[config.mk]
export PLATFORM = sky130hd
export DESIGN_NAME = lin_transceiver_mode_control_flat
export DESIGN_NICKNAME = d
export VERILOG_FILES = /design/src/hdl/lintmc_pkg.sv /design/src/hdl/lintmc_if.sv /design/src/hdl/lintmc_step.sv /design/src/hdl/lin_transceiver_mode_control.sv /design/src/flat_wrapper.sv
export SDC_FILE = /design/constraint.sdc
export NUM_CORES = 1
export LEC_CHECK = 0
export BUFFER_PORTS_ARGS = -buffer_cell sky130_fd_sc_hd__buf_2
export CAP_MARGIN = 20
export CORE_UTILIZATION = 39
export CTS_CLUSTER_SIZE = 14
export DETAILED_ROUTE_END_ITERATION = 16
export GPL_TIMING_DRIVEN = 0
export PLACE_DENSITY = 0.62
export SETUP_SLACK_MARGIN = 0.2
export SLEW_MARGIN = 20
export SYNTH_ARGS = -nofsm -noshare
export SYNTH_HDL_FRONTEND = slang
export SYNTH_SLANG_ARGS = --single-unit
[constraint.sdc]
create_clock -name clk -period 5.5 [get_ports clk]
set_input_delay 1.1 -clock clk [delete_from_list [all_inputs] [get_ports clk]]
set_output_delay 1.1 -clock clk [all_outputs]
set_load 0.01 [all_outputs]
[src/hdl/lintmc_pkg.sv]
// types and constants shared by the lin transceiver mode controller
// no dependencies; compiled first
`timescale 1ns / 1ps

package lintmc_pkg;

    // supply thresholds and register map
    localparam int unsigned MV_W          = 16;
    localparam int unsigned CFG_IDX_W     = 1;
    localparam logic [MV_W-1:0] POR_RELEASE_RST = 16'd5500;
    localparam logic [MV_W-1:0] POR_ENTER_RST   = 16'd4000;

    localparam logic [CFG_IDX_W-1:0] REG_POR_RELEASE = 1'd0;
    localparam logic [CFG_IDX_W-1:0] REG_POR_ENTER   = 1'd1;

    // event kinds
    localparam logic [1:0] CMD_CS   = 2'd0;
    localparam logic [1:0] CMD_TXD  = 2'd1;
    localparam logic [1:0] CMD_BUS  = 2'd2;
    localparam logic [1:0] CMD_TICK = 2'd3;

    // transceiver modes
    localparam logic [2:0] MODE_POR   = 3'd0;
    localparam logic [2:0] MODE_READY = 3'd1;
    localparam logic [2:0] MODE_OPER  = 3'd2;
    localparam logic [2:0] MODE_TOFF  = 3'd3;
    localparam logic [2:0] MODE_PDOWN = 3'd4;

    // bus pin drive
    localparam logic [1:0] DRV_RELEASED = 2'd0;
    localparam logic [1:0] DRV_PULLUP   = 2'd1;
    localparam logic [1:0] DRV_DOMINANT = 2'd2;

    typedef struct packed {
        logic [1:0]      command;
        logic            cs_level;
        logic            txd_level;
        logic            bus_level;
        logic            rxd_level;
        logic [MV_W-1:0] vbb_mv;
    } item_t;

    typedef struct packed {
        logic [2:0] mode;
        logic [1:0] bus_drive;
        logic       rxd_low;
        logic       vren_on;
        logic       fault;
    } result_t;

    typedef struct packed {
        logic [CFG_IDX_W-1:0] index;
        logic [MV_W-1:0]      wdata;
    } cfg_t;

    typedef struct packed {
        logic [2:0] op_mode;
        logic       fault_seen;
        logic [1:0] bus_drive_held;
        logic       rxd_drive_held;
        logic       vren_drive_held;
    } state_t;

endpackage

[src/hdl/lintmc_if.sv]
// valid/ready channel interfaces for items, results and register writes
// depends on lintmc_pkg
`timescale 1ns / 1ps

interface lintmc_item_if;
    logic                 valid;
    logic                 ready;
    lintmc_pkg::item_t    data;

    modport source (output valid, output data, input ready);
    modport sink   (input valid, input data, output ready);
endinterface

interface lintmc_result_if;
    logic                 valid;
    logic                 ready;
    lintmc_pkg::result_t  data;

    modport source (output valid, output data, input ready);
    modport sink   (input valid, input data, output ready);
endinterface

interface lintmc_cfg_if;
    logic                 valid;
    logic                 ready;
    lintmc_pkg::cfg_t     data;

    modport source (output valid, output data, input ready);
    modport sink   (input valid, input data, output ready);
endinterface

[src/hdl/lintmc_step.sv]
// next-state logic: applies one event to the mode and pin drive state
// depends on lintmc_pkg
`timescale 1ns / 1ps

module lintmc_step (
    input  lintmc_pkg::state_t                  cur,
    input  lintmc_pkg::item_t                   item,
    input  logic [lintmc_pkg::MV_W-1:0]         por_release_mv,
    input  logic [lintmc_pkg::MV_W-1:0]         por_enter_mv,
    output lintmc_pkg::state_t                  nxt
);
    import lintmc_pkg::*;

    // pin drives from the mode, plus the receive line monitor
    function automatic state_t recompute(state_t s_in, logic txd, logic bus, logic rxd);
        state_t s;
        logic   rx_on;
        logic   bus_recessive;
        s        = s_in;
        rx_on    = (s.op_mode == MODE_READY) || (s.op_mode == MODE_OPER) ||
                   (s.op_mode == MODE_TOFF);
        if (s.op_mode == MODE_OPER)
            s.bus_drive_held = txd ? DRV_PULLUP : DRV_DOMINANT;
        else
            s.bus_drive_held = DRV_RELEASED;
        bus_recessive = (s.bus_drive_held != DRV_DOMINANT) && bus;
        if (rx_on && !bus_recessive)
        begin
            s.rxd_drive_held = 1'b1;
        end
        else
        begin
            s.rxd_drive_held = 1'b0;
            if (rx_on && !rxd)
            begin
                s.fault_seen = 1'b1;
                if (s.op_mode == MODE_OPER)
                begin
                    s.op_mode        = MODE_TOFF;
                    s.bus_drive_held = DRV_RELEASED;
                end
            end
        end
        s.vren_drive_held = !((s.op_mode == MODE_POR) || (s.op_mode == MODE_PDOWN));
        return s;
    endfunction

    state_t     mid;
    logic       do_recompute;
    logic [2:0] cs_mode;

    // mode picked by chip select / power-up from the pin levels
    assign cs_mode = item.txd_level ? MODE_OPER : MODE_TOFF;

    always_comb
    begin
        mid          = cur;
        do_recompute = 1'b0;
        unique case (item.command)
            CMD_CS:
            begin
                if (cur.op_mode != MODE_POR)
                begin
                    if (item.cs_level)
                        mid.op_mode = cs_mode;
                    else if (cur.op_mode != MODE_READY)
                        mid.op_mode = MODE_PDOWN;
                    do_recompute = 1'b1;
                end
            end
            CMD_TXD:
            begin
                // recovery from transmitter-off clears the fault
                if (cur.op_mode == MODE_TOFF && item.txd_level && item.cs_level)
                begin
                    mid.fault_seen = 1'b0;
                    mid.op_mode    = MODE_OPER;
                end
                do_recompute = 1'b1;
            end
            CMD_BUS:
            begin
                do_recompute = 1'b1;
            end
            CMD_TICK:
            begin
                if (cur.op_mode == MODE_POR)
                begin
                    if (item.vbb_mv > por_release_mv)
                    begin
                        mid.op_mode  = item.cs_level ? cs_mode : MODE_READY;
                        do_recompute = 1'b1;
                    end
                end
                else if (item.vbb_mv < por_enter_mv)
                begin
                    mid.op_mode  = MODE_POR;
                    do_recompute = 1'b1;
                end
            end
            default:
            begin
                do_recompute = 1'b0;
            end
        endcase
    end

    assign nxt = do_recompute ?
                 recompute(mid, item.txd_level, item.bus_level, item.rxd_level) : mid;

endmodule

[src/hdl/lin_transceiver_mode_control.sv]
// top level of the lin transceiver mode controller
// depends on lintmc_pkg, lintmc_if and lintmc_step
`timescale 1ns / 1ps

// channel   | role   | payload
// ----------+--------+----------------------------------------------------
// item      | sink   | command, cs/txd/bus/rxd levels, vbb_mv
// result    | source | mode, bus_drive, rxd_low, vren_on, fault
// cfg       | sink   | index (0 por_release_mv, 1 por_enter_mv), wdata
//
// an item is registered on acceptance, then applied to the mode state once the
// result register is free, which writes the result register; one item per cycle
// sustained while result.ready stays high
// rst_n puts the mode state in power-on reset, loads the default thresholds
// (5500 and 4000 mv) and clears both valid flags
// a stalled result holds the whole pipe; item.ready drops only while both
// the input register and the result register are full and result.ready is low
// cfg.ready is always high

module lin_transceiver_mode_control (
    input  logic            clk,
    input  logic            rst_n,
    lintmc_item_if.sink     item,
    lintmc_result_if.source result,
    lintmc_cfg_if.sink      cfg
);
    import lintmc_pkg::*;

    // threshold registers
    logic [MV_W-1:0] por_release_reg;
    logic [MV_W-1:0] por_enter_reg;

    // input register
    logic            in_valid_reg;
    item_t           in_item_reg;

    // mode and held drives
    state_t          state_reg;
    state_t          state_next;

    // result register
    logic            out_valid_reg;
    result_t         out_result_reg;

    logic            out_free;
    logic            advance;
    logic            in_take;

    // the result register can load when empty or being drained
    assign out_free = !out_valid_reg || result.ready;
    assign advance  = in_valid_reg && out_free;
    assign in_take  = item.valid && item.ready;

    assign item.ready  = !in_valid_reg || out_free;
    assign cfg.ready   = 1'b1;
    assign result.valid = out_valid_reg;
    assign result.data  = out_result_reg;

    // register writes
    always_ff @(posedge clk or negedge rst_n)
    begin
        if (!rst_n)
        begin
            por_release_reg <= POR_RELEASE_RST;
            por_enter_reg   <= POR_ENTER_RST;
        end
        else if (cfg.valid)
        begin
            unique case (cfg.data.index)
                REG_POR_RELEASE: por_release_reg <= cfg.data.wdata;
                REG_POR_ENTER:   por_enter_reg   <= cfg.data.wdata;
                default:         por_enter_reg   <= por_enter_reg;
            endcase
        end
    end

    // event decode and drive recompute
    lintmc_step u_step (
        .cur            (state_reg),
        .item           (in_item_reg),
        .por_release_mv (por_release_reg),
        .por_enter_mv   (por_enter_reg),
        .nxt            (state_next)
    );

    // control: valid flags and mode state
    always_ff @(posedge clk or negedge rst_n)
    begin
        if (!rst_n)
        begin
            in_valid_reg  <= 1'b0;
            out_valid_reg <= 1'b0;
            state_reg     <= '{op_mode: MODE_POR, fault_seen: 1'b0,
                               bus_drive_held: DRV_RELEASED, rxd_drive_held: 1'b0,
                               vren_drive_held: 1'b0};
        end
        else
        begin
            if (item.ready)
                in_valid_reg <= item.valid;
            if (out_free)
                out_valid_reg <= in_valid_reg;
            if (advance)
                state_reg <= state_next;
        end
    end

    // payload: no reset needed
    always_ff @(posedge clk)
    begin
        if (in_take)
            in_item_reg <= item.data;
        if (advance)
        begin
            out_result_reg.mode      <= state_next.op_mode;
            out_result_reg.bus_drive <= state_next.bus_drive_held;
            out_result_reg.rxd_low   <= state_next.rxd_drive_held;
            out_result_reg.vren_on   <= state_next.vren_drive_held;
            out_result_reg.fault     <= state_next.fault_seen;
        end
    end

endmodule

[src/flat_wrapper.sv]
// flat-port wrapper written by rule: the top's interface ports become plain ports
module lin_transceiver_mode_control_flat import lintmc_pkg::*;
  (clk, rst_n, item_valid, item_data, item_ready, result_valid, result_data, result_ready, cfg_valid, cfg_data, cfg_ready);
  lintmc_item_if item_i ();
  lintmc_result_if result_i ();
  lintmc_cfg_if cfg_i ();
  input  logic clk;
  input  logic rst_n;
  input wire logic [$bits(item_i.valid)-1:0] item_valid;
  input wire logic [$bits(item_i.data)-1:0] item_data;
  output wire logic [$bits(item_i.ready)-1:0] item_ready;
  output wire logic [$bits(result_i.valid)-1:0] result_valid;
  output wire logic [$bits(result_i.data)-1:0] result_data;
  input wire logic [$bits(result_i.ready)-1:0] result_ready;
  input wire logic [$bits(cfg_i.valid)-1:0] cfg_valid;
  input wire logic [$bits(cfg_i.data)-1:0] cfg_data;
  output wire logic [$bits(cfg_i.ready)-1:0] cfg_ready;
  assign item_i.valid = item_valid;
  assign item_i.data = item_data;
  assign item_ready = item_i.ready;
  assign result_valid = result_i.valid;
  assign result_data = result_i.data;
  assign result_i.ready = result_ready;
  assign cfg_i.valid = cfg_valid;
  assign cfg_i.data = cfg_data;
  assign cfg_ready = cfg_i.ready;
  lin_transceiver_mode_control u_core (.clk(clk), .rst_n(rst_n), .item(item_i), .result(result_i), .cfg(cfg_i));
endmodule
==> results by group <==
Synth
  – Syn avg cell area: 11.50 um2
  – Cells after Synth: 321
  – Synth unique cells: 54
  – Asr flop ratio synth: 58.33%
  – Seq/Total Area, Yosys: 53.34%
  – Post-synth EDFFs: 30
  – Seq cells post-synth: 72
  – Total number of yosys warnings: 0
  – Main synth FF type: edfxtp_1
  – Netlist Area Pre-Place: 0.003692 mm2
  – Syn_nets: 400

Floorplanning
  – Chip height: 99.30 um
  – CORE AREA: 0.009196 mm2
  – # rows: 35
  – IO Pins: 55
  – Die X: 99.30 um
  – Initial core utilization: 40.15%
  – Die area: 0.009860 mm2

Layout
  – Area grow syn2layout: 16.71%
  – Final core occ: 46.86%
  – Fill count: 890
  – Max reg flops: 22
  – Fin nets: 464
  – # diodes: 0
  – Fraction of layout cells with a size suffix above 1: 29.23%

Detailed routing
  – Routed WL: 6974 um
  – Wire per inst: 13.92 um
  – Initial DRC Count: 101
  – DRC viols: 0
  – Post-route ant nets: 0
  – Vias post-DR: 2514
  – TritonRoute pass-1 iters: 4
  – Vias per cell: 5.018

Global route
  – GRT Residual Overflow: 0
  – First-pass GRT wire length: 11720 um
  – Initial antenna violation count: 0
  – Vias in the first global route: 2486
  – Largest net degree at the start of global routing: 43
  – GRT Total Usage: 15.57%

Setup path
  – Buf/Inv on CP: 1
  – Crit-path max FO: 7
  – Worst reg2reg startpoint: u_core.por_enter_reg[5]$_DFFE_PN1P_
  – R2r setup slk: 2440 ps
  – Worst path cell trace: inv_1 -> ha_1 -> a21o_2 -> a221oi_2 -> o21ai_1 -> a211oi_1 -> o211ai_1 -> or2_1 -> a32o_1
  – Max incr delay on CP: 540 ps
  – Arrival @ worst endpoint: 3170 ps
  – Critical path startpoint category: register
  – CP startpoint: u_core.por_enter_reg[5]$_DFFE_PN1P_
  – CP top delay family: compound AO/OA/AOI/OAI gates
  – Path type of the worst setup path: register to register
  – Critical path endpoint category: register
  – R2R depth: 9
  – Slowest cell on crit path: dfstp_2
  – Reg-to-Reg End: u_core.result.data[2]$_DFFE_PP_
  – Crit path required time: 5600 ps

Clock tree
  – CTS tree: done
  – Post-CTS Hold Fix Bufs: 0
  – Root buffer cell: clkbuf_8
  – CTS Buf Count: 9
  – PostCTS Resize Cnt: 0
  – Clock sinks: 72
  – Worst skew pair latency: 340 ps
  – H-tree Lvls: 3
  – Post-CTS Setup Inserts: 0
  – Clock slew at reported path FFs: 80 ps
  – Clk buf depth: 2

Placed design
  – GPL Wtd Cong: 0.7964
  – Port Buf Inserts: 53
  – Dpl hpwl: 5106 um

Timing
  – # setup viols final: 0
  – Setup_tns: 0 ps
  – Fmax: 0.3263 GHz
  – WHS: 494.8 ps
  – Tmin final: 3064 ps
  – Clk_skew: 7.555 ps
  – Final Max Slew Viols: 0
  – Fin. Hold Viols: 0
  – Slew HR: 37.21%
  – Unrepaired setup endpoints after global routing: false
  – Least-Margin Pin Slew: 941.8 ps
  – Fin crit share: 55.72%

Run status
  – Status: complete, no violations

Power and ir drop
  – Leak: 1.949 nW
  – Power Density: 336.2 mW/mm2
  – Peak supply drop: 0.1583 mV

Min path
  – Hold path start: u_core.in_valid_reg$_DFFE_PN0N_
  – Worst Hold Depth: 1
  – Hold endpoint: u_core.result.valid$_DFFE_PN0P_
  – HP Class: register to register

Run
  – Max-Cap Viols: 0
cell families after synthesis:
logic type / synth area share, %
AND/OR/NAND/NOR: 10.78
buffers and inverters: 4.778
adder cells (fa/ha/maj): 11.86
flip-flops: 53.34
multiplexers: 6.337
other: 0.1016
AO/OA/AOI/OAI: 12.81
layer usage:
| layer | up-vias | wire, um | share of wire (%) | global-route usage (%) |
|---|---|---|---|---|
| li1 | 1275 | - | - | - |
| met1 | 1187 | 3300 | 47 | 19.96 |
| met2 | 45 | 3329 | 48 | 25.80 |
| met3 | 7 | 252 | 3.6 | 3.373 |
| met4 | 0 | 91 | 1.3 | 6.109 |
| met5 | - | 0 | 0 | 0 |
report_power, final:
group	switching (mW)	internal, mW	total, mW
clock	0.197	0.254	0.451
sequential	0.0387	0.650	0.689
combinational	0.171	0.138	0.308
cells in the final DEF (no fill, tap or decap), types with 3 or more instances in the layout:
| cell | Yosys | final |
|---|---|---|
| dfrtp_1 | 28 | 28 |
| o21ai_0 | 25 | 25 |
| clkbuf_1 | 4 | 5 |
| inv_1 | 38 | 38 |
| o21ai_1 | 3 | 3 |
| nor2_1 | 4 | 4 |
| buf_2 | 0 | 53 |
| ha_1 | 35 | 35 |
| clkbuf_8 | 0 | 9 |
| dfstp_2 | 14 | 14 |
| nand2_1 | 38 | 38 |
| a21oi_1 | 13 | 13 |
| nand4_1 | 3 | 3 |
| mux2_2 | 19 | 19 |
| nand3_1 | 4 | 4 |
| nand2b_1 | 4 | 4 |
| nor2b_1 | 5 | 5 |
| edfxtp_1 | 30 | 30 |
| o31ai_1 | 3 | 3 |
| clkinv_2 | 0 | 3 |
synthesized netlist by cell type, types with 2 or more instances:
| master | instances | area share (%) |
|---|---|---|
| nor2_1 | 4 | 0.41 |
| a211o_1 | 2 | 0.47 |
| o31ai_1 | 3 | 0.61 |
| o21ai_0 | 25 | 3.4 |
| buf_4 | 2 | 0.41 |
| o21ai_1 | 3 | 0.41 |
| nor2b_1 | 5 | 0.85 |
| or2b_1 | 2 | 0.41 |
| clkbuf_1 | 4 | 0.41 |
| o21a_1 | 2 | 0.41 |
| mux2_2 | 19 | 5.8 |
| o311ai_1 | 2 | 0.47 |
| nand2_1 | 38 | 3.9 |
| nand2b_1 | 4 | 0.68 |
| a211oi_1 | 2 | 0.41 |
| mux2i_1 | 2 | 0.54 |
| nand4bb_1 | 2 | 0.61 |
| dfstp_2 | 14 | 10 |
| nor3_1 | 2 | 0.27 |
| a21o_1 | 2 | 0.41 |
| a21oi_1 | 13 | 1.8 |
| inv_1 | 38 | 3.9 |
| o41ai_1 | 2 | 0.47 |
| nand3_1 | 4 | 0.54 |
| ha_1 | 35 | 12 |
| nand4_1 | 3 | 0.51 |
| a32o_1 | 2 | 0.54 |
| edfxtp_1 | 30 | 24 |
| dfrtp_1 | 28 | 19 |
| a31oi_1 | 2 | 0.34 |
| and2_1 | 2 | 0.34 |
through the flow:
step / total power [mW] / instance area, um2 / worst slack (ps) / std cells
final: 1.449 / 4309 / 2436 / 501
after global routing: 1.534 / 4309 / 2229 / 501
after CTS: 1.464 / 4308 / 2444 / 501
after detailed placement: 1.010 / 4096 / 2447 / 485
after global placement: 0.9995 / 4096 / 2498 / 485
after floorplan: 0.9123 / 3692 / 2829 / 321
area by class of cell:
class,instances,area [um2],area share (%)
clock inverters,6,83.83,1.945
inverters,39,146.4,3.397
flip-flops and latches,72,1969,45.70
plain buffers,6,30.03,0.6969
multi-input cells,204,1548,35.92
repair buffers,53,265.3,6.156
clock buffers,10,127.6,2.962
well taps,111,138.9,3.223
worst max path at each step:
stage	end	slack (ps)	cells after the start
CTS	u_core.result.data[2]$_DFFE_PP_	2440	9
finish	u_core.result.data[2]$_DFFE_PP_	2440	9
global placement	u_core.result.data[2]$_DFFE_PP_	2500	9
global route	u_core.result.data[2]$_DFFE_PP_	2230	9
detailed placement	u_core.result.data[2]$_DFFE_PP_	2450	9
floorplan	u_core.result.data[3]$_DFFE_PP_	2830	10
Note: power is estimated with default switching activity, not from simulation.
